==> src/aifs_pkg.sv <==
// ----------------------------------------------------------------------------
// aifs_pkg: shared types and constants of the integer field scanner
// Character codes, register indexes, radix and result-size codes, the phase
// encoding and the digit decoder used by the scanner modules.
// ----------------------------------------------------------------------------
`default_nettype none

package aifs_pkg;

   // Width of the result value on the response channel.
   localparam int OUT_BITS = 64;

   // Register indexes on the CSR write port.
   localparam logic [1:0] CSR_RADIX_MODE  = 2'd0;
   localparam logic [1:0] CSR_WIDTH_LIMIT = 2'd1;
   localparam logic [1:0] CSR_IS_SIGNED   = 2'd2;
   localparam logic [1:0] CSR_RESULT_SIZE = 2'd3;

   // Radix mode register codes.
   localparam logic [1:0] MODE_AUTO = 2'd0;
   localparam logic [1:0] MODE_OCT  = 2'd1;
   localparam logic [1:0] MODE_DEC  = 2'd2;
   localparam logic [1:0] MODE_HEX  = 2'd3;

   // Result size register codes.
   localparam logic [1:0] SIZE_8  = 2'd0;
   localparam logic [1:0] SIZE_16 = 2'd1;
   localparam logic [1:0] SIZE_32 = 2'd2;
   localparam logic [1:0] SIZE_64 = 2'd3;

   // Reset values of the configuration registers.
   localparam logic [1:0] RADIX_MODE_RESET  = MODE_DEC;
   localparam logic [7:0] WIDTH_LIMIT_RESET = 8'd0;
   localparam logic       IS_SIGNED_RESET   = 1'b1;
   localparam logic [1:0] RESULT_SIZE_RESET = SIZE_32;

   // Character codes.
   localparam logic [7:0] CH_NUL     = 8'h00;
   localparam logic [7:0] CH_TAB     = 8'h09;
   localparam logic [7:0] CH_CR      = 8'h0D;
   localparam logic [7:0] CH_SPACE   = 8'h20;
   localparam logic [7:0] CH_PLUS    = 8'h2B;
   localparam logic [7:0] CH_MINUS   = 8'h2D;
   localparam logic [7:0] CH_ZERO    = 8'h30;
   localparam logic [7:0] CH_NINE    = 8'h39;
   localparam logic [7:0] CH_A_UPPER = 8'h41;
   localparam logic [7:0] CH_F_UPPER = 8'h46;
   localparam logic [7:0] CH_X_UPPER = 8'h58;
   localparam logic [7:0] CH_A_LOWER = 8'h61;
   localparam logic [7:0] CH_F_LOWER = 8'h66;
   localparam logic [7:0] CH_X_LOWER = 8'h78;

   // Scan phase of the current field.
   typedef enum logic [3:0] {
      PHASE_SKIP   = 4'b0001,
      PHASE_SIGN   = 4'b0010,
      PHASE_ZERO   = 4'b0100,
      PHASE_DIGITS = 4'b1000
   } phase_type;

   // Radix in force for the current field.
   typedef enum logic [1:0] {
      RADIX_OCT = 2'd0,
      RADIX_DEC = 2'd1,
      RADIX_HEX = 2'd2
   } radix_type;

   // Decoded hex digit.
   typedef struct packed {
      logic       valid;
      logic [3:0] value;
   } digit_type;

   // Field flags handed from the scan stage to the result stage.
   typedef struct packed {
      logic       negative;
      logic       saturated;
      logic       digit_seen;
      logic       returned;
      logic       is_signed;
      logic [1:0] result_size;
   } snap_type;

   // Digit value of a character, valid only for hex digits.
   function automatic digit_type digit_of(input logic [7:0] c);
      digit_type r;
      r.valid = 1'b1;
      r.value = 4'd0;
      if (c inside {[CH_ZERO:CH_NINE]}) begin
         r.value = 4'(c - CH_ZERO);
      end else if (c inside {[CH_A_LOWER:CH_F_LOWER]}) begin
         r.value = 4'(c - CH_A_LOWER + 8'd10);
      end else if (c inside {[CH_A_UPPER:CH_F_UPPER]}) begin
         r.value = 4'(c - CH_A_UPPER + 8'd10);
      end else begin
         r.valid = 1'b0;
      end
      return r;
   endfunction

   // Numeric value of a radix code.
   function automatic logic [4:0] radix_value(input radix_type r);
      logic [4:0] v;
      case (r)
         RADIX_OCT: v = 5'd8;
         RADIX_HEX: v = 5'd16;
         default:   v = 5'd10;
      endcase
      return v;
   endfunction

   // Radix selected by the mode register when a field starts.
   function automatic radix_type mode_radix(input logic [1:0] mode);
      radix_type r;
      case (mode)
         MODE_OCT: r = RADIX_OCT;
         MODE_HEX: r = RADIX_HEX;
         default:  r = RADIX_DEC;
      endcase
      return r;
   endfunction

endpackage

`default_nettype wire

==> src/aifs_req_if.sv <==
// ----------------------------------------------------------------------------
// aifs_req_if: character request channel
// Valid/ready channel carrying one character byte and the end-of-input flag.
// ----------------------------------------------------------------------------
`default_nettype none

interface aifs_req_if;
   logic       valid;
   logic       ready;
   logic [7:0] ch;
   logic       at_end;

   modport source (output valid, output ch, output at_end, input ready);
   modport sink   (input valid, input ch, input at_end, output ready);
endinterface

`default_nettype wire

==> src/aifs_rsp_if.sv <==
// ----------------------------------------------------------------------------
// aifs_rsp_if: scan result channel
// Valid/ready channel carrying the converted value and the field status flags.
// ----------------------------------------------------------------------------
`default_nettype none

interface aifs_rsp_if;
   logic        valid;
   logic        ready;
   logic [63:0] value;
   logic        no_digits;
   logic        char_returned;

   modport source (output valid, output value, output no_digits, output char_returned,
                   input ready);
   modport sink   (input valid, input value, input no_digits, input char_returned,
                   output ready);
endinterface

`default_nettype wire

==> src/aifs_finish.sv <==
// ----------------------------------------------------------------------------
// aifs_finish: saturation and result cut
// Turns a finished field's magnitude and flags into the result value:
// saturates as a signed or unsigned integer, applies the sign, extends to
// the output width and cuts to the selected result size.
// ----------------------------------------------------------------------------
`default_nettype none

module aifs_finish
   import aifs_pkg::*;
#(
   parameter int VALUE_BITS = 64
) (
   input  wire logic [VALUE_BITS-1:0] acc,
   input  wire snap_type              snap,
   output logic      [OUT_BITS-1:0]   value,
   output logic                       no_digits,
   output logic                       char_returned
);

   localparam logic [VALUE_BITS-1:0] VSIGN = {1'b1, {(VALUE_BITS-1){1'b0}}};
   localparam logic [VALUE_BITS-1:0] VMAX  = {1'b0, {(VALUE_BITS-1){1'b1}}};
   localparam logic [VALUE_BITS-1:0] VMASK = {VALUE_BITS{1'b1}};

   logic [VALUE_BITS-1:0] neg_mag;
   logic [VALUE_BITS-1:0] sat_val;
   logic                  over_min;
   logic [OUT_BITS-1:0]   ext_val;

   assign neg_mag  = VALUE_BITS'(0) - acc;
   // Magnitude above the most negative value's magnitude.
   assign over_min = acc[VALUE_BITS-1] && (|acc[VALUE_BITS-2:0]);

   // Saturate and apply the sign.
   always_comb begin
      sat_val = '0;
      if (snap.digit_seen) begin
         if (snap.is_signed) begin
            if (snap.negative) begin
               sat_val = (snap.saturated || over_min) ? VSIGN : neg_mag;
            end else begin
               sat_val = (snap.saturated || acc[VALUE_BITS-1]) ? VMAX : acc;
            end
         end else begin
            if (snap.saturated) begin
               sat_val = VMASK;
            end else begin
               sat_val = snap.negative ? neg_mag : acc;
            end
         end
      end
   end

   // Signed results extend with their sign bit, unsigned ones with zeros.
   assign ext_val = snap.is_signed ? OUT_BITS'($signed(sat_val)) : OUT_BITS'(sat_val);

   // Cut to the result size.
   always_comb begin
      case (snap.result_size)
         SIZE_8:  value = {{(OUT_BITS-8){1'b0}}, ext_val[7:0]};
         SIZE_16: value = {{(OUT_BITS-16){1'b0}}, ext_val[15:0]};
         SIZE_32: value = {{(OUT_BITS-32){1'b0}}, ext_val[31:0]};
         default: value = ext_val;
      endcase
   end

   assign no_digits     = !snap.digit_seen;
   assign char_returned = snap.returned;

endmodule

`default_nettype wire

==> src/ascii_integer_field_scanner_unit.sv <==
// ----------------------------------------------------------------------------
// ascii_integer_field_scanner_unit: character-serial integer field scanner
// Scans one integer field from a character stream, scanf style, and returns
// the saturated, sign-applied value cut to the configured size.
// ----------------------------------------------------------------------------
// The unit takes one character per clock cycle and can accept a character in
// every cycle while the request side is not stalled. White space ahead of the
// field is skipped, then an optional sign, an optional 0 or 0x prefix and the
// digits are consumed. The field ends on end of input, a zero byte, a character
// that is no digit of the radix (flagged as returned, so the caller presents it
// again) or when the field width is reached; only that character produces a
// response. The cycle that accepts it runs the digit shift-and-add of the scan
// stage into the scan-to-result register; the saturation and cut of the result
// stage then go into the response register. The request side stalls only while
// both the result stage and the response register hold a result and the
// response is not taken. Configuration is to be written through the CSR port
// only while no field is being scanned; the block itself does not enforce this.
`default_nettype none

module ascii_integer_field_scanner_unit
   import aifs_pkg::*;
#(
   parameter int VALUE_BITS = 64
) (
   input  wire logic        clock,
   input  wire logic        reset,
   aifs_req_if.sink         req_if,
   aifs_rsp_if.source       rsp_if,
   input  wire logic        csr_write_enable,
   input  wire logic [1:0]  csr_index,
   input  wire logic [7:0]  csr_write_data
);

   localparam int SUM_BITS = VALUE_BITS + 5;

   // Configuration registers.
   logic [1:0] radix_mode_ff;
   logic [7:0] width_limit_ff;
   logic       is_signed_ff;
   logic [1:0] result_size_ff;

   // Field state.
   phase_type             phase_ff,      phase_in;
   radix_type             radix_ff,      radix_in;
   logic [VALUE_BITS-1:0] acc_ff,        acc_in;
   logic                  negative_ff,   negative_in;
   logic                  saturated_ff,  saturated_in;
   logic [7:0]            count_ff,      count_in;
   logic                  digit_seen_ff, digit_seen_in;

   // Scan-to-result stage and response register.
   logic                  snap_valid_ff;
   logic [VALUE_BITS-1:0] snap_acc_ff;
   snap_type              snap_ff;
   snap_type              snap_in;
   logic                  rsp_valid_ff;
   logic [OUT_BITS-1:0]   rsp_value_ff;
   logic                  rsp_no_digits_ff;
   logic                  rsp_returned_ff;

   logic                  advance;
   logic                  req_fire;
   logic                  is_end;
   logic                  is_space;
   digit_type             dig;
   radix_type             radix_work;
   logic [SUM_BITS-1:0]   acc_wide;
   logic [SUM_BITS-1:0]   product;
   logic [SUM_BITS-1:0]   sum;
   logic                  overflow;
   logic                  consume;
   logic                  do_digit;
   logic                  step_fin;
   logic                  step_ret;
   logic [OUT_BITS-1:0]   fin_value;
   logic                  fin_no_digits;
   logic                  fin_returned;

   // Pipeline handshake: the scan stage moves on when the result stage does.
   assign advance      = !rsp_valid_ff || rsp_if.ready;
   assign req_if.ready = !snap_valid_ff || advance;
   assign req_fire     = req_if.valid && req_if.ready;

   // Configuration writes.
   always_ff @(posedge clock) begin
      if (reset) begin
         radix_mode_ff  <= RADIX_MODE_RESET;
         width_limit_ff <= WIDTH_LIMIT_RESET;
         is_signed_ff   <= IS_SIGNED_RESET;
         result_size_ff <= RESULT_SIZE_RESET;
      end else if (csr_write_enable) begin
         case (csr_index)
            CSR_RADIX_MODE:  radix_mode_ff  <= csr_write_data[1:0];
            CSR_WIDTH_LIMIT: width_limit_ff <= csr_write_data;
            CSR_IS_SIGNED:   is_signed_ff   <= csr_write_data[0];
            CSR_RESULT_SIZE: result_size_ff <= csr_write_data[1:0];
            default: ;
         endcase
      end
   end

   // Character classification.
   assign is_end   = req_if.at_end || (req_if.ch == CH_NUL);
   assign is_space = req_if.ch inside {[CH_TAB:CH_CR], CH_SPACE};
   assign dig      = digit_of(req_if.ch);

   // The radix is taken from the mode register on the first non-space byte.
   assign radix_work = (phase_ff == PHASE_SKIP) ? mode_radix(radix_mode_ff) : radix_ff;

   // Digit accumulate: shift-and-add by the fixed radix, with overflow check.
   assign acc_wide = SUM_BITS'(acc_ff);
   always_comb begin
      case (radix_work)
         RADIX_OCT: product = acc_wide << 3;
         RADIX_HEX: product = acc_wide << 4;
         default:   product = (acc_wide << 3) + (acc_wide << 1);
      endcase
   end
   assign sum      = product + SUM_BITS'(dig.value);
   assign overflow = |sum[SUM_BITS-1:VALUE_BITS];

   // Scan step for one character.
   always_comb begin
      phase_in      = phase_ff;
      radix_in      = radix_ff;
      acc_in        = acc_ff;
      negative_in   = negative_ff;
      saturated_in  = saturated_ff;
      count_in      = count_ff;
      digit_seen_in = digit_seen_ff;
      consume       = 1'b0;
      do_digit      = 1'b0;
      step_fin      = 1'b0;
      step_ret      = 1'b0;

      if (is_end) begin
         step_fin = 1'b1;
      end else if (!(phase_ff == PHASE_SKIP && is_space)) begin
         radix_in = radix_work;
         if (phase_ff == PHASE_SKIP && (req_if.ch == CH_PLUS || req_if.ch == CH_MINUS)) begin
            negative_in = (req_if.ch == CH_MINUS);
            phase_in    = PHASE_SIGN;
            consume     = 1'b1;
         end else if (phase_ff == PHASE_SKIP || phase_ff == PHASE_SIGN) begin
            if (req_if.ch == CH_ZERO &&
                (radix_mode_ff == MODE_AUTO || radix_mode_ff == MODE_HEX)) begin
               // Prefix zero counts as a digit and picks the radix.
               radix_in      = (radix_mode_ff == MODE_AUTO) ? RADIX_OCT : RADIX_HEX;
               digit_seen_in = 1'b1;
               phase_in      = PHASE_ZERO;
               consume       = 1'b1;
            end else begin
               phase_in = PHASE_DIGITS;
               do_digit = 1'b1;
            end
         end else if (phase_ff == PHASE_ZERO) begin
            phase_in = PHASE_DIGITS;
            if (req_if.ch == CH_X_LOWER || req_if.ch == CH_X_UPPER) begin
               radix_in = RADIX_HEX;
               consume  = 1'b1;
            end else begin
               do_digit = 1'b1;
            end
         end else begin
            do_digit = 1'b1;
         end

         if (do_digit) begin
            if (!dig.valid || ({1'b0, dig.value} >= radix_value(radix_work))) begin
               step_fin = 1'b1;
               step_ret = 1'b1;
            end else begin
               digit_seen_in = 1'b1;
               consume       = 1'b1;
               if (!saturated_ff) begin
                  if (overflow) begin
                     saturated_in = 1'b1;
                  end else begin
                     acc_in = sum[VALUE_BITS-1:0];
                  end
               end
            end
         end

         // Count consumed bytes; the field ends when the width is reached.
         if (consume) begin
            count_in = (count_ff == 8'hFF) ? count_ff : count_ff + 8'd1;
            if (width_limit_ff != 8'd0 && count_in >= width_limit_ff) begin
               step_fin = 1'b1;
            end
         end
      end
   end

   // Flags of the finished field.
   always_comb begin
      snap_in.negative    = negative_in;
      snap_in.saturated   = saturated_in;
      snap_in.digit_seen  = digit_seen_in;
      snap_in.returned    = step_ret;
      snap_in.is_signed   = is_signed_ff;
      snap_in.result_size = result_size_ff;
   end

   // Field state update; a finished field clears it.
   always_ff @(posedge clock) begin
      if (reset) begin
         phase_ff      <= PHASE_SKIP;
         radix_ff      <= RADIX_DEC;
         acc_ff        <= '0;
         negative_ff   <= 1'b0;
         saturated_ff  <= 1'b0;
         count_ff      <= 8'd0;
         digit_seen_ff <= 1'b0;
      end else if (req_fire) begin
         if (step_fin) begin
            phase_ff      <= PHASE_SKIP;
            radix_ff      <= RADIX_DEC;
            acc_ff        <= '0;
            negative_ff   <= 1'b0;
            saturated_ff  <= 1'b0;
            count_ff      <= 8'd0;
            digit_seen_ff <= 1'b0;
         end else begin
            phase_ff      <= phase_in;
            radix_ff      <= radix_in;
            acc_ff        <= acc_in;
            negative_ff   <= negative_in;
            saturated_ff  <= saturated_in;
            count_ff      <= count_in;
            digit_seen_ff <= digit_seen_in;
         end
      end
   end

   // Scan-to-result stage.
   always_ff @(posedge clock) begin
      if (reset) begin
         snap_valid_ff <= 1'b0;
      end else if (req_if.ready) begin
         snap_valid_ff <= req_fire && step_fin;
      end
   end

   always_ff @(posedge clock) begin
      if (req_fire && step_fin) begin
         snap_acc_ff <= acc_in;
         snap_ff     <= snap_in;
      end
   end

   aifs_finish #(
      .VALUE_BITS (VALUE_BITS)
   ) u_finish (
      .acc           (snap_acc_ff),
      .snap          (snap_ff),
      .value         (fin_value),
      .no_digits     (fin_no_digits),
      .char_returned (fin_returned)
   );

   // Response register.
   always_ff @(posedge clock) begin
      if (reset) begin
         rsp_valid_ff <= 1'b0;
      end else if (advance) begin
         rsp_valid_ff <= snap_valid_ff;
      end
   end

   always_ff @(posedge clock) begin
      if (advance && snap_valid_ff) begin
         rsp_value_ff     <= fin_value;
         rsp_no_digits_ff <= fin_no_digits;
         rsp_returned_ff  <= fin_returned;
      end
   end

   assign rsp_if.valid         = rsp_valid_ff;
   assign rsp_if.value         = rsp_value_ff;
   assign rsp_if.no_digits     = rsp_no_digits_ff;
   assign rsp_if.char_returned = rsp_returned_ff;

   // A finished field leaves the scanner ready for the next one.
   a_fin_clears: assert property (@(posedge clock) disable iff (reset)
      (req_fire && step_fin) |=>
         (phase_ff == PHASE_SKIP && !digit_seen_ff && count_ff == 8'd0))
      else $error("field state not cleared after a finished field");

   // Nothing accumulates before the first digit.
   a_acc_needs_digit: assert property (@(posedge clock) disable iff (reset)
      !digit_seen_ff |-> (acc_ff == '0 && !saturated_ff))
      else $error("accumulator changed without a digit");

   // While skipping white space no byte has been counted and no sign taken.
   a_skip_is_clean: assert property (@(posedge clock) disable iff (reset)
      (phase_ff == PHASE_SKIP) |-> (count_ff == 8'd0 && !negative_ff))
      else $error("stale field state while skipping white space");

   // A matching failure always reports a zero value.
   a_no_digits_zero: assert property (@(posedge clock) disable iff (reset)
      (rsp_valid_ff && rsp_no_digits_ff) |-> (rsp_value_ff == '0))
      else $error("nonzero value on a matching failure");

endmodule

`default_nettype wire

==> src/flat_wrapper.sv <==
// flat-port wrapper written by rule: the top's interface ports become plain ports
module ascii_integer_field_scanner_unit_flat import aifs_pkg::*;
#(
   parameter int VALUE_BITS = 64
)
  (clock, reset, csr_write_enable, csr_index, csr_write_data, req_if_valid, req_if_ch, req_if_at_end, req_if_ready, rsp_if_valid, rsp_if_value, rsp_if_no_digits, rsp_if_char_returned, rsp_if_ready);
  aifs_req_if req_if_i ();
  aifs_rsp_if rsp_if_i ();
  input  wire logic clock;
  input  wire logic reset;
  input  wire logic csr_write_enable;
  input  wire logic [1:0] csr_index;
  input  wire logic [7:0] csr_write_data;
  input wire logic [$bits(req_if_i.valid)-1:0] req_if_valid;
  input wire logic [$bits(req_if_i.ch)-1:0] req_if_ch;
  input wire logic [$bits(req_if_i.at_end)-1:0] req_if_at_end;
  output wire logic [$bits(req_if_i.ready)-1:0] req_if_ready;
  output wire logic [$bits(rsp_if_i.valid)-1:0] rsp_if_valid;
  output wire logic [$bits(rsp_if_i.value)-1:0] rsp_if_value;
  output wire logic [$bits(rsp_if_i.no_digits)-1:0] rsp_if_no_digits;
  output wire logic [$bits(rsp_if_i.char_returned)-1:0] rsp_if_char_returned;
  input wire logic [$bits(rsp_if_i.ready)-1:0] rsp_if_ready;
  assign req_if_i.valid = req_if_valid;
  assign req_if_i.ch = req_if_ch;
  assign req_if_i.at_end = req_if_at_end;
  assign req_if_ready = req_if_i.ready;
  assign rsp_if_valid = rsp_if_i.valid;
  assign rsp_if_value = rsp_if_i.value;
  assign rsp_if_no_digits = rsp_if_i.no_digits;
  assign rsp_if_char_returned = rsp_if_i.char_returned;
  assign rsp_if_i.ready = rsp_if_ready;
  ascii_integer_field_scanner_unit #(.VALUE_BITS(VALUE_BITS)) u_core (.clock(clock), .reset(reset), .req_if(req_if_i), .rsp_if(rsp_if_i), .csr_write_enable(csr_write_enable), .csr_index(csr_index), .csr_write_data(csr_write_data));
endmodule
==> config.mk <==
export PLATFORM = sky130hd
export DESIGN_NAME = ascii_integer_field_scanner_unit_flat
export DESIGN_NICKNAME = d
export VERILOG_FILES = /design/src/aifs_pkg.sv /design/src/aifs_req_if.sv /design/src/aifs_rsp_if.sv /design/src/aifs_finish.sv /design/src/ascii_integer_field_scanner_unit.sv /design/src/flat_wrapper.sv
export SDC_FILE = /design/constraint.sdc
export NUM_CORES = 1
export LEC_CHECK = 0
export ABC_AREA = 1
export BUFFER_PORTS_ARGS = -buffer_cell sky130_fd_sc_hd__buf_2
export CORE_MARGIN = 4
export CORE_UTILIZATION = 41
export CTS_CLUSTER_DIAMETER = 150
export DETAILED_ROUTE_END_ITERATION = 8
export HOLD_SLACK_MARGIN = 0.1
export SYNTH_ARGS = -nofsm -noshare
export SYNTH_HDL_FRONTEND = slang
export SYNTH_SLANG_ARGS = --single-unit
export TNS_END_PERCENT = 20
==> constraint.sdc <==
create_clock -name clock -period 5.7 [get_ports clock]
set_input_delay 1.14 -clock clock [delete_from_list [all_inputs] [get_ports clock]]
set_output_delay 1.14 -clock clock [all_outputs]
set_load 0.01 [all_outputs]
## After elaboration in Yosys (flattened, before gate mapping)

Cells that the tools add are included.
Widths: inputs -> output; s select.

- Bits in registers: 233
- Word-level logic and storage cells: 197

- Add/sub/neg operators: 9
- Magnitude comparators: 10
- Eq/ne operators: 20
- Muxes and demuxes: 90
- Reductions and logical operators: 45

Operators by type and width:

| cell | number |
|---|---|
| $mux 64 | 14 |
| $pmux 64 s3 | 1 |
| $pmux 69 s2 | 1 |
| $add 69x4->69 | 1 |
| $add 67x65->68 | 1 |
| $sub 1x64->64 const A | 1 |
| $reduce_or 63->1 | 1 |
| $mux 1 | 44 |
| $mux 4 | 10 |
| $mux 8 | 5 |
| $eq 8x6->1 const B | 4 |
| $mux 2 | 10 |
| $eq 8x7->1 const B | 2 |
| $ge 8x7->1 const B | 2 |
| $le 8x7->1 const B | 2 |
| $mux 5 | 3 |
| $logic_and 1x1->1 | 12 |
| $sub 4x1->4 const B | 3 |
| $eq 2x2->1 const B | 5 |
| $logic_or 1x1->1 | 10 |
| $pmux 5 s2 | 1 |
| $add 4x4->4 const B | 2 |
| $add 8x1->8 const B | 1 |
| $eq 8x8->1 const B | 1 |
| other kinds (24) | 37 |

## Logic depth before layout (Yosys ltp)

Gate-level depths: netlist of run 1.

- Depth in word-level cells: 22
- Gate-level depth with buffers: 33

## By module

From an unflattened synthesis of run 1, not the netlist that was laid out.

- Cells, all modules: 3726
- Area total of the unflattened synthesis: 22556.6 µm²

Modules (own cells, without submodules):

| module | times used | cells each | area an instance (µm²) | sequential area each (µm²) |
|---|---|---|---|---|
| ascii_integer_field_scanner_unit | 1 | 2999 | 19273.5 | 6035.8 |
| aifs_finish | 1 | 727 | 3283.1 | 0.0 |

## Worst setup path after synthesis of run 1

No wires, ideal clock.

- Path kind: in2reg
- From: input req_if_ch[0]
- To: register u_core.count_ff[0]
- Library setup time: 137 ps
- Arrival: 4938 ps
- Slack: 625 ps
- Stages: 19
- Buffers on the path: 0
- Path through: inv_1 > ha_1 > o21ai_0 > a21oi_1 > mux2_2 > nand2_1 > ha_1 > inv_1 > nor2_1 > nand3b_1 > a21oi_1 > o21ai_0 > nand2_1 > nand3_1 > nand2_1 > inv_1 > nor2_1 > inv_1 > a211oi_1

- Word-level cells in the longest chain between the ends: 16
- Elaborated cells between the ends (all ways): 67
- Classes of those cells: 5 x add/sub; 9 x order compare; 8 x eq/ne; 29 x mux; 16 x reduce/logical

RTL lines:

| element | RTL line | text |
|---|---|---|
| start, declared | flat_wrapper.sv:15 | `input wire logic [$bits(req_if_i.ch)-1:0] req_if_ch;` |
| $sub 4x1->4 (tied with other cells) | aifs_pkg.sv:92, aifs_pkg.sv:94 |  |
| $add 4x4->4 (tied with other cells) | aifs_pkg.sv:92, aifs_pkg.sv:94 |  |
| $mux 4 (tied with other cells) | aifs_pkg.sv:93 | `end else if (c inside {[CH_A_UPPER:CH_F_UPPER]}) begin` |
| $mux 4 (tied with other cells) | aifs_pkg.sv:91 | `end else if (c inside {[CH_A_LOWER:CH_F_LOWER]}) begin` |
| $mux 4 (tied with other cells) | aifs_pkg.sv:89 | `if (c inside {[CH_ZERO:CH_NINE]}) begin` |
| $ge 4x5->1 (tied with other cells) | ascii_integer_field_scanner_unit.sv:169 | `if (!dig.valid \|\| ({1'b0, dig.value} >= radix_value(radix_work))) begin` |
| $logic_or 1x1->1 / $mux 1 (equally long branches) | ascii_integer_field_scanner_unit.sv:169, ascii_integer_field_scanner_unit.sv:138 |  |
| $mux 1 (on tied branches) | ascii_integer_field_scanner_unit.sv:169, ascii_integer_field_scanner_unit.sv:136 |  |
| $mux 1 | ascii_integer_field_scanner_unit.sv:168 | `if (do_digit) begin` |
| $mux 1 | ascii_integer_field_scanner_unit.sv:138 | `end else if (!(phase_ff == PHASE_SKIP && is_space)) begin` |
| $mux 1 | ascii_integer_field_scanner_unit.sv:136 | `if (is_end) begin` |
| $mux 1 | ascii_integer_field_scanner_unit.sv:186 | `if (consume) begin` |
| $mux 1 | ascii_integer_field_scanner_unit.sv:138 |  |
| $mux 1 | ascii_integer_field_scanner_unit.sv:136 |  |
| $ne 2x2->1 (no line) (tied with other cells) | n/a |  |
| $reduce_and 4->1 (no line) | n/a |  |
| end signal, assigned | ascii_integer_field_scanner_unit.sv:230 | `count_ff <= count_in;` |
| end, declared | ascii_integer_field_scanner_unit.sv:48 | `logic [7:0] count_ff, count_in;` |

Parallel ways exist; a longest one is shown, timed or not. The select of a mux whose other input is x is not followed.
A chain may end at the register's enable or synchronous reset.

## Worst setup path in the final report of run 1

- From: input req_if_ch[0]
- To: register u_core.snap_acc_ff[3] (data pin)

- Word-level cells in the longest chain between the ends: 13
- Elaborated cells between the ends (all ways): 55
- Classes of those cells: 6 x add/sub; 9 x order compare; 6 x eq/ne; 19 x mux; 15 x reduce/logical

RTL lines:

| element | RTL line | text |
|---|---|---|
| $sub 4x1->4 (tied with other cells) | aifs_pkg.sv:92, aifs_pkg.sv:94 |  |
| $add 4x4->4 / $logic_and 1x1->1 (equally long branches) | aifs_pkg.sv:92, aifs_pkg.sv:94, aifs_pkg.sv:93 |  |
| $mux 4 | aifs_pkg.sv:93 |  |
| $mux 4 | aifs_pkg.sv:91 |  |
| $mux 4 | aifs_pkg.sv:89 |  |
| $add 69x4->69 | ascii_integer_field_scanner_unit.sv:119 | `assign sum = product + SUM_BITS'(dig.value);` |
| $reduce_or 5->1 | ascii_integer_field_scanner_unit.sv:120 | `assign overflow = \|sum[SUM_BITS-1:VALUE_BITS];` |
| $mux 64 | ascii_integer_field_scanner_unit.sv:176 | `if (overflow) begin` |
| $mux 64 | ascii_integer_field_scanner_unit.sv:175 | `if (!saturated_ff) begin` |
| $mux 64 | ascii_integer_field_scanner_unit.sv:169 |  |
| $mux 64 | ascii_integer_field_scanner_unit.sv:168 |  |
| $mux 64 | ascii_integer_field_scanner_unit.sv:138 |  |
| $mux 64 * | ascii_integer_field_scanner_unit.sv:136 |  |
| named net u_core.acc_in[3] | ascii_integer_field_scanner_unit.sv:45 | `logic [VALUE_BITS-1:0] acc_ff, acc_in;` |
| end signal, assigned | ascii_integer_field_scanner_unit.sv:247 | `snap_acc_ff <= acc_in;` |
| end, declared | ascii_integer_field_scanner_unit.sv:53 | `logic [VALUE_BITS-1:0] snap_acc_ff;` |

Mark *: on every way through the listed nets, which the timed path passes. The rest lies on a longest branch. The select of a mux whose other input is x is not followed.

==> metrics.txt, run 1 <==
first drt pass iteration count=5; drt wl/cell=15.82 µm; Hold Slack=0.4201 ns; routed vias/inst=5.040; WHS Path Cells=0; filler-free cell count of the finished design=4392; P&R area growth vs syn=8.054%; Synth Net Count=roughly 3700; Top FF cell, synth=edfxtp_1; TNS Setup=0 ns; post-synthesis area per instance=6.179 µm²; clk_skew=0.01783 ns; PnR Total Power=0.004375 W; I/O Buffers=91; required time worst endpoint=approximately 6 ns; MaxCap Viol Count=0; Post-synth EDFFs=~140; Final ANT Viol Nets=0; Starting Density=41.52%; vias post-DR=between 20000 and 25000; drt drc=0; Max Fclk=between 200 and 250 MHz; ratio of final minimum period to clock period=86.68%; part of the Yosys area used for sequential elements=26.91%; total core area=between 50000 and 60000 µm²; static leakage=11.44 nW; GRT Util Overall=roughly 23%; clock tree sinks=233; Slew @ Worst Pin=about 0.86 ns; Final Routed Wirelength=slightly below 70 mm; num rows=85; top layer in use=met4; Clk Latency, worst-skew pair=between 0.5 and 0.6 ns; ys async rst share=0%; crit path kind=in2reg; CTS max path bufs=3; largest net degree at the start of global routing=72; crit path max fanout=30; status=finished clean; CP Data Arrival Time=5.22 ns; post-synth design cell area=22430 µm²; Post-Synthesis Cells=3630; Slew Limit Fails=0; Die Width=241.9 µm; # placed instances=between 4000 and 5000; final hold violation count=0; post-cts sizing count=0; peak supply drop=0.2150 mV; initial DRC count=1766; # setup viols final=0; M1 wire length=34.71 mm; GR Overflow Total=0; Met3 Wirelength=around 3.8 mm; R2R cell count=22; first-pass GRT wire length=110.1 mm; reg2reg setup slack=approximately 0.91 ns; post-synth cell types=64; initial antenna violation count=0; Worst Hold End=u_core.rsp_if.char_returned; final core utilization=44.86%; die height=approximately 240 µm; HPWL Detailed=56.34 mm; Worst-path clk slew=0.07 ns; CP endpoint kind=flop; min-delay src=u_core.snap_ff[3]; YS warnings=0; # H-tree levels=1; vias in the first global route=around 20000; RSZ-0062 raised after global routing=no; share of post-route cells with drive strength above 1=8.604%; setup bufs post-CTS=0; PD cells=180.5 nW/µm²; cts bufs inserted=22; Final #Nets=3790; hold crit path type=reg2reg; Tmin final=4.941 ns; Die ar.=a little under 60000 µm²; critical path's slowest cell=ha_1; Hold-fix buffers, CTS=0; global placement routability congestion=0.9659; relative slew slack=approximately 43%; CP dominant cell by count=inv_1; met2 wire len=around 29 mm; TritonCTS clock tree=done; Seq cells post-synth=233; CP max stage delay=0.35 ns; Worst R2R End=u_core.snap_acc_ff[3]; antenna fix cells=0; RR Startpoint=u_core.radix_mode_ff[1]; CP Launch Type=primary input; I/O pin count=92; CTS root buffer=clkbuf_16
## area by class of cell
| class | count | area [µm²] |
|---|---|---|
| Fill cell | 5790 | 29790 |
| Timing Repair Buffer | 114 | 690.7 |
| Multi-Input combinational cell | 2617 | 13350 |
| Sequential cell | 233 | 6036 |
| Clock inverter | 5 | 31.28 |
| Clock buffer | 35 | 660.6 |
| Tap cell | 696 | 870.8 |
| Inverter | 692 | 2600 |
## logic make-up after synthesis
family	after synthesis	share of synthesized area, %
flip-flops	233	26.91
multiplexers	2	0.09482
buffers and inverters	780	13.71
AND/OR/NAND/NOR	2029	40.24
adder cells (fa/ha/maj)	86	4.864
AO/OA/AOI/OAI	404	10.43
XOR/XNOR	96	3.748
## critical path: cells and delay by family
family,cells,cell delay [ns]
simple gates,14,1.94
buf+inv,7,0.76
compound gates,6,0.75
fa+ha+maj,2,0.59
## metrics by stage
step	worst slack [ns]	cell area (µm²)
2_1_floorplan	0.6254	22430
3_3_place_gp	0.3119	23550
3_5_place_dp	0.2249	23550
4_1_cts	0.7739	24240
5_1_grt	0.3494	24240
6_report	0.7590	24240
## state kept, by name (all words and copies together), names as in the netlist, 4 cells and up
register / cells
u_core.count_ff: 8
u_core.phase_ff: 4
u_core.snap_acc_ff: 64
u_core.rsp_if.value: 64
u_core.acc_ff: 64
u_core.width_limit_ff: 8
u_core.snap_ff: 7
## cells in the mapped netlist (19+ instances only)
library cell  count  area share (%)
edfxtp_1        137              18
nand3_1         234             5.2
nor3_1           64             1.4
a21oi_1         179             4.0
ha_1             84             4.7
nor2_1          334             5.6
inv_1           685              11
a211oi_1         19            0.64
dfxtp_1          96             8.6
nand4_1          44             1.2
nand2_1        1137              19
xnor2_1          21            0.82
nand3_2          55             2.5
buf_2            23            0.51
nor4_1           34            0.95
nand2_2          45             1.3
o22ai_1          49             1.4
o21ai_0          82             1.8
clkbuf_1         44            0.74
xor2_1           75             2.9
## layout by cell type (no fill, tap or decap), types with 44 or more instances in the layout
| cell type | instances |
|---|---|
| nand2_2 | 46 |
| nand2_1 | 1136 |
| o21ai_0 | 82 |
| a21oi_1 | 178 |
| inv_1 | 684 |
| o22ai_1 | 49 |
| dfxtp_1 | 96 |
| ha_1 | 84 |
| nor3_1 | 64 |
| nand4_1 | 44 |
| xor2_1 | 75 |
| nand3_2 | 55 |
| edfxtp_1 | 137 |
| nor2_1 | 332 |
| buf_2 | 91 |
| nand3_1 | 234 |
## routing by layer
metal,global-route usage [%],up-vias
li1,-,11631
met1,35.01,9859
met2,34.85,551
met3,0.9408,93
met4,6.590,0
met5,0,-
## worst max path at each step
stage,startpoint,end,depth (start not counted)
after floorplan,req_if_ch[0],u_core.count_ff[0],19
after global placement,req_if_ch[0],u_core.snap_acc_ff[4],29
after detailed placement,req_if_ch[0],u_core.snap_acc_ff[3],29
after CTS,req_if_ch[0],u_core.snap_acc_ff[3],29
after global routing,req_if_ch[0],u_core.acc_ff[36],31
final,req_if_ch[0],u_core.snap_acc_ff[3],29
## power breakdown
group          internal, W  total (W)  switching, W
clock network     0.000797    0.00142      0.000621
registers          0.00186    0.00191     0.0000531
logic             0.000315    0.00105      0.000733
total              0.00297    0.00438       0.00141
Note: power is estimated with default switching activity, not from simulation.
==> run 2, diff against run 1 <==
Settings changed: SYNTH_HIERARCHICAL set to 1.
==> metrics.txt, run 2 <==
static leakage=11.92 nW (+4.2%); antenna fix cells=0 (unchanged); CTS max path bufs=3 (unchanged); ratio of final minimum period to clock period=91.45% (+4.8 points); clock tree sinks=233 (unchanged); Yosys top cell area share=20.55% (+1.5 points); vias post-DR=22813 (+3.1%); drt wl/cell=15.80 µm (about the same); CP startpoint=req_if_ch[0]; Slew @ Worst Pin=1.095 ns (+0.2390 ns); Synth Area in Adders=4.781% (-0.082 points); Hold Slack=0.4341 ns (+0.01399 ns); required time worst endpoint=6.14 ns (+0.16 ns); Tmin final=5.213 ns (+0.2717 ns); Clk Latency, worst-skew pair=0.52 ns (about the same); CP max stage delay=0.37 ns (+0.02 ns); CTS root buffer=clkbuf_16; Die ar.=58830 µm² (+0.54%); part of the Yosys area used for sequential elements=26.76% (-0.15 points); die height=242.6 µm (+0.27%); min-delay src=u_core/snap_ff[3]; Sw Ratio=32.63% (+0.46 points); YS warnings=6 (+6); Fillers=5894 (+1.8%); TNS Setup=0 ns (unchanged); Compound-Gate Fraction of Synth Area=8.797% (-1.6 points); Die Width=242.6 µm (+0.27%); post-synth design cell area=22560 µm² (+0.56%); Worst-path clk slew=0.07 ns (about the same); Hold-fix buffers, CTS=0 (unchanged); commonest non-fill, non-tap cell in the layout=nand2_1; final hold violation count=0 (unchanged); initial antenna violation count=0 (unchanged); sequential share of power=42.3% (-1.3 points); Post-Synthesis Cells=3726 (+2.6%); Starting Density=41.67% (+0.15 points); largest family of logic cells by synthesized area=simple AND/OR/NAND/NOR gates; Worst Slack Setup Final=0.4873 ns (-0.2717 ns); mux contribution to synthesized area=0% (-0.095 points); largest net degree at the start of global routing=72 (unchanged); CP dominant cell by count=nand2_1; top cells by area, synth=nand2_1 21%, edfxtp_1 18%, inv_1 11%; vias in the first global route=20382 (+1.1%); # H-tree levels=1 (unchanged); RR Startpoint=u_core/radix_mode_ff[1]; post-synth top area cell=nand2_1; XOR/XNOR share of the synthesized area=2.524% (-1.2 points); first-pass GRT wire length=112.0 mm (+1.8%); Post-Place Worst Slack=-0.04003 ns (-0.2649 ns); post-cts sizing count=0 (unchanged); relative slew slack=26.91% (-16 points); peak supply drop=0.1580 mV (-27%); commonest cells in the netlist=1235 x nand2_1, 638 x inv_1, 409 x nor2_1, 286 x nand3_1, 162 x a21oi_1; I/O Buffers=91 (unchanged); register area=6036 µm² (unchanged); Seq cells post-synth=233 (unchanged); Logic pwr share=24.7% (+0.7 points); num rows=85 (unchanged); share of post-route cells with drive strength above 1=10.15% (+1.5 points); HPWL Detailed=58.10 mm (+3.1%); CP endpoint kind=flop; PnR Total Power=0.004511 W (+3.1%); Clock Power Share=33.0% (+0.6 points); Max Fclk=191.8 MHz (-5.2%); most frequent cell after synthesis=nand2_1; critical path's slowest cell=fa_1; global placement routability congestion=1.021 (+5.7%); drt drc=0 (unchanged); MaxCap Viol Count=0 (unchanged); PD cells=183.3 nW/µm² (+1.5%); total core area=54130 µm² (+0.20%); clk_skew=0.01105 ns (-0.006778 ns); setup bufs post-CTS=0 (unchanged); simple-gate portion of the synthesized area=43.73% (+3.5 points); Slew Limit Fails=0 (unchanged); P&R area growth vs syn=9.114%; CP Data Arrival Time=5.66 ns (+0.44 ns); commonest cells after routing, fill and taps aside=1234 x nand2_1, 637 x inv_1, 408 x nor2_1; routed vias/inst=5.047 (+0.15%); internal power=0.003039 W (+2.4%); I/O pin count=92 (unchanged); Synth Net Count=3835 (+2.5%); RSZ-0062 raised after global routing=no; cts bufs inserted=23 (+4.5%); Final ANT Viol Nets=0 (unchanged); post-synthesis area per instance=6.054 µm² (-2.0%); Multi-input gate area=13520 µm² (+1.3%); post-synth cell types=54 (-16%); hold crit path type=reg2reg; crit path max fanout=12 (-60%); GR Overflow Total=0 (unchanged); ys async rst share=0% (unchanged); crit path kind=in2reg; Final #Nets=3917 (+3.4%); GRT Util Overall=23.40% (+0.56 points); TritonCTS clock tree=done; Final Routed Wirelength=71.42 mm (+2.8%); Post-synth EDFFs=137 (unchanged); NetSw=0.001472 W (+4.6%); Top FF cell, synth=edfxtp_1; CP Launch Type=primary input; initial DRC count=1890 (+7.0%); first drt pass iteration count=8 (+3); # setup viols final=0 (unchanged); status=finished clean
## run 2: changes by cell type after synthesis, moves of 15 or more
cell / delta
a21oi_1: -17
inv_1: -47
inv_2: +31
nand2_1: +98
nand2_2: -15
nand3_1: +52
nand3b_1: +16
nand4_1: +15
nor2_1: +75
nor3_1: -26
nor4_1: -26
xor2_1: -32
## run 2: final cells by class
cell class	instances	area share, %
tap	696	3.538
clock buffer	27	2.399
inverter	677	10.33
sequential	233	24.52
clock inverter	14	0.5287
multi-input combinational	2732	54.94
timing repair buffer	141	3.731
## run 2: worst paths after layout
kind	endpoint	slack, ns	depth (start not counted)
setup / recovery	u_core/acc_ff[60]	0.49	34
hold / removal	u_core/rsp_if.char_returned	0.43	0
setup reg to reg	u_core/acc_ff[60]	1.13	31
hold reg to reg	u_core/rsp_if.char_returned	0.43	0
## run 2: power by group through the flow
| stage | clock, W | combinational [W] | sequential (W) |
|---|---|---|---|
| 2_1_floorplan | 0 | 0.000823 | 0.00194 |
| 3_3_place_gp | 0 | 0.00110 | 0.00194 |
| 3_5_place_dp | 0 | 0.00110 | 0.00194 |
| 4_1_cts | 0.00153 | 0.00110 | 0.00191 |
| 5_1_grt | 0.00159 | 0.00124 | 0.00192 |
| 6_report | 0.00149 | 0.00111 | 0.00191 |
## run 2: through the flow
step / utilization (%) / cell area [µm²] / instances
2_1_floorplan: - / 22560 / 3726
3_3_place_gp: 44.14 / 23890 / 4479
3_5_place_dp: 44.14 / 23890 / 4479
4_1_cts: 45.47 / 24610 / 4520
5_1_grt: 45.47 / 24610 / 4520
6_report: 45.47 / 24610 / 4520
## run 2: kinds of logic after synthesis
kind of cell	count (synthesis)
buffers and inverters	761
AND/OR/NAND/NOR	2228
flip-flops	233
XOR/XNOR	65
AO/OA/AOI/OAI	354
adder cells (fa/ha/maj)	85
## run 2: worst max-delay path: cells and delay by family
kind                     cells  cell delay, ns
AND/OR/NAND/NOR             22            2.71
AO/OA/AOI/OAI                3            0.40
buffers and inverters        6            0.65
adder cells (fa/ha/maj)      3            0.73
## run 2: metal layers
layer	vias up	global-route usage, %	part of all wire (%)
met1	10192	35.46	49
li1	11895	-	-
met4	0	4.285	1.6
met3	68	0.9740	5.5
met5	-	0	0
met2	658	37.35	44
==> run 3, diff against run 2 <==
Settings changed: ABC_AREA 1 to 0, SKIP_LAST_GASP set to 1.
Clock period 5.7 ns to 4.8 ns, I/O delays scaled along.
==> metrics.txt, run 3 <==
status=complete, but fails checks; failing checks=negative setup slack; Die Width=229.4 µm (-5.4%); # placed instances=3524 (-21%); GRT Util Overall=28.59% (+5.2 points); mux contribution to synthesized area=2.360% (+2.4 points); Top FF cell, synth=edfxtp_1; Starting Density=41.81% (+0.14 points); Slew Limit Fails=0 (unchanged); TritonCTS clock tree=done; top cells by area, synth=edfxtp_1 20%, dfxtp_1 9.6%, nand2_1 8.2%; first-pass GRT wire length=120.0 mm (+7.2%); first drt pass iteration count=6 (-2); crit-path cells=ha_1, a21oi_2, o211ai_1, buf_4, a21oi_2, buf_4, o211ai_1, buf_4, buf_4, a2111oi_0, nor3_1, buf_4, nand3_1, a21o_1, nor4_4, buf_4, a2111oi_4, buf_4, mux2_4, mux2_2; commonest cells in the netlist=439 x nand2_1, 247 x a21oi_1, 179 x nor2_1, 173 x nand3_1, 137 x edfxtp_1; Worst Slack Setup Final=-0.1452 ns (-0.6324 ns); Max Fclk=202.2 MHz; Post-Place Worst Slack=-0.6580 ns (-0.6180 ns); vias post-DR=22063 (-3.3%); Compound-Gate Fraction of Synth Area=24.30% (+16 points); ys async rst share=0% (unchanged); MaxCap Viol Count=0 (unchanged); Slew @ Worst Pin=1.278 ns (+0.1830 ns); CP max stage delay=0.49 ns (+0.12 ns); internal power=0.003778 W (+24%); Clock Power Share=45.0% (+12 points); TNS Setup=-6.660 ns (-6.660 ns); Synth Net Count=2700 (-30%); cts bufs inserted=30 (+30%); relative slew slack=14.79% (-12 points); sequential share of power=44.0% (+1.7 points); CP endpoint kind=flop; Seq cells post-synth=233 (unchanged); post-synth design cell area=20090 µm² (-11%); CTS root buffer=clkbuf_16; initial antenna violation count=1 (+1); post-synthesis area per instance=7.753 µm² (+28%); part of the Yosys area used for sequential elements=30.04% (+3.3 points); Clk Latency, worst-skew pair=0.58 ns (+0.06 ns); RSZ-0062 raised after global routing=yes; XOR/XNOR share of the synthesized area=5.319% (+2.8 points); routed vias/inst=6.093 (+21%); Yosys top cell area share=20.48% (-0.073 points); YS warnings=6 (unchanged); num rows=80 (-5.9%); I/O Buffers=91 (unchanged); static leakage=10.80 nW (-9.4%); Final #Nets=3091 (-21%); drt drc=0 (unchanged); crit path max fanout=9 (-3); Final ANT Viol Nets=0 (unchanged); CP Launch Type=flop; Logic pwr share=11.0% (-14 points); Worst-path clk slew=0.06 ns (about the same); Post-Synthesis Cells=2591 (-30%); PD cells=200.0 nW/µm² (+9.1%); drt wl/cell=22.16 µm (+40%); CTS max path bufs=3 (unchanged); HPWL Detailed=61.40 mm (+5.7%); post-synth top area cell=edfxtp_1; vias in the first global route=20369 (-0.064%); peak supply drop=0.2279 mV (+44%); Sw Ratio=26.02% (-6.6 points); antenna fix cells=0 (unchanged); initial DRC count=2475 (+31%); CP bufs+invs=7 (+1); crit path kind=reg2reg; post-synth cell types=107 (+98%); die height=229.4 µm (-5.4%); required time worst endpoint=5.12 ns (-1.02 ns); most frequent cell after synthesis=nand2_1; hold crit path type=reg2reg; Tmin final=4.945 ns; NetSw=0.001329 W (-9.7%); largest family of logic cells by synthesized area=simple AND/OR/NAND/NOR gates; critical path's slowest cell=a2111oi_0; simple-gate portion of the synthesized area=28.01% (-16 points); CP delay by family, top=compound AO/OA/AOI/OAI gates; Synth Area in Adders=5.369% (+0.59 points); total core area=48050 µm² (-11%); CP Data Arrival Time=5.26 ns (-0.40 ns); share of post-route cells with drive strength above 1=23.72% (+14 points); # H-tree levels=1 (unchanged); commonest non-fill, non-tap cell in the layout=nand2_1; filler-free cell count of the finished design=3621 (-20%); # setup viols final=112 (+112); largest net degree at the start of global routing=72 (unchanged); commonest cells after routing, fill and taps aside=436 x nand2_1, 406 x buf_4, 238 x a21oi_1; Hold-fix buffers, CTS=0 (unchanged); clk_skew=0.01428 ns (+0.003231 ns); GR Overflow Total=0 (unchanged); P&R area growth vs syn=27.06%; CP dominant cell by count=buf_4; I/O pin count=92 (unchanged); Die ar.=52600 µm² (-11%); Post-synth EDFFs=137 (unchanged); clock tree sinks=233 (unchanged); Final Routed Wirelength=80.25 mm (+12%); final hold violation count=0 (unchanged); global placement routability congestion=0.9983 (-2.2%); ratio of final minimum period to clock period=103.0%
-- run 3: cell types whose count changed after synthesis, sizes merged, moves of 66 or more --
cell,before,now
a21o,1,94
clkbuf,36,102
inv,674,43
nand2,1270,439
nand3,343,175
nor2,451,180
-- run 3: cells by family after synthesis --
kind of cell             count (synthesis)
AO/OA/AOI/OAI                          750
XOR/XNOR                               122
adder cells (fa/ha/maj)                 85
buffers and inverters                  209
flip-flops                             233
multiplexers                            43
AND/OR/NAND/NOR                       1149
-- run 3: layout make-up --
class	count	area, µm²
fillers	4563	22520
multi-input cells	2154	13600
flip-flops and latches	233	6051
repair buffers	519	3931
clock buffers	44	854.6
well taps	615	769.5
inverters	44	170.2
clock inverters	12	150.1
-- run 3: timing repair --
action | 4_1_cts | 5_1_grt
pin swaps | 9 | 23
gates resized for setup | 22 | 77
buffers inserted | 8 | 22
gates cloned | 3 | 8
setup endpoints to repair | 128 | 132
endpoints found under the hold margin | 0 | 0
-- run 3: path summary, 6_finish.rpt --
check | startpoint | slack (ns) | end | cells past startpoint
min reg2reg | u_core/snap_ff[3] | 0.41 | u_core/rsp_if.char_returned | 0
max reg2reg | u_core/acc_ff[8] | -0.15 | u_core/snap_acc_ff[44] | 20
max | u_core/acc_ff[8] | -0.15 | u_core/snap_acc_ff[44] | 20
min | u_core/snap_ff[3] | 0.41 | u_core/rsp_if.char_returned | 0
-- run 3: worst register-to-register path, stage by stage, from the launching register on --
cell,delay [ns]
dfxtp_1,0.43
ha_1,0.32
a21oi_2,0.27
o211ai_1,0.17
buf_4,0.19
a21oi_2,0.17
buf_4,0.13
o211ai_1,0.10
buf_4,0.17
buf_4,0.14
a2111oi_0,0.49
nor3_1,0.12
buf_4,0.18
nand3_1,0.08
a21o_1,0.24
nor4_4,0.08
buf_4,0.16
a2111oi_4,0.37
buf_4,0.20
mux2_4,0.31
mux2_2,0.40
-- run 3: layer usage --
layer | wire length (µm) | global-route usage, %
met5 | 0 | 0
met3 | 5780 | 2.932
met1 | 36160 | 41.33
met2 | 35570 | 44.96
met4 | 2745 | 9.110
-- run 3: power by group through the flow --
stage	Clock (W)	Sequential, W	Combinational [W]
after floorplan	0	0.00229	0.000319
after global placement	0	0.00229	0.000532
after detailed placement	0	0.00229	0.000536
after CTS	0.00235	0.00225	0.000542
after global routing	0.00242	0.00225	0.000605
final	0.00230	0.00225	0.000563
-- run 3: metrics by stage --
stage	instance area (µm²)	total power (W)	hold slack (ns)	utilization, %
final	25530	0.005106	0.4146	53.13
after global routing	25530	0.005279	0.4397	53.13
after CTS	24910	0.005140	0.4172	51.84
after detailed placement	23730	0.002825	0.4045	49.39
after global placement	23730	0.002819	0.4039	49.39
after floorplan	20220	0.002605	0.4019	-
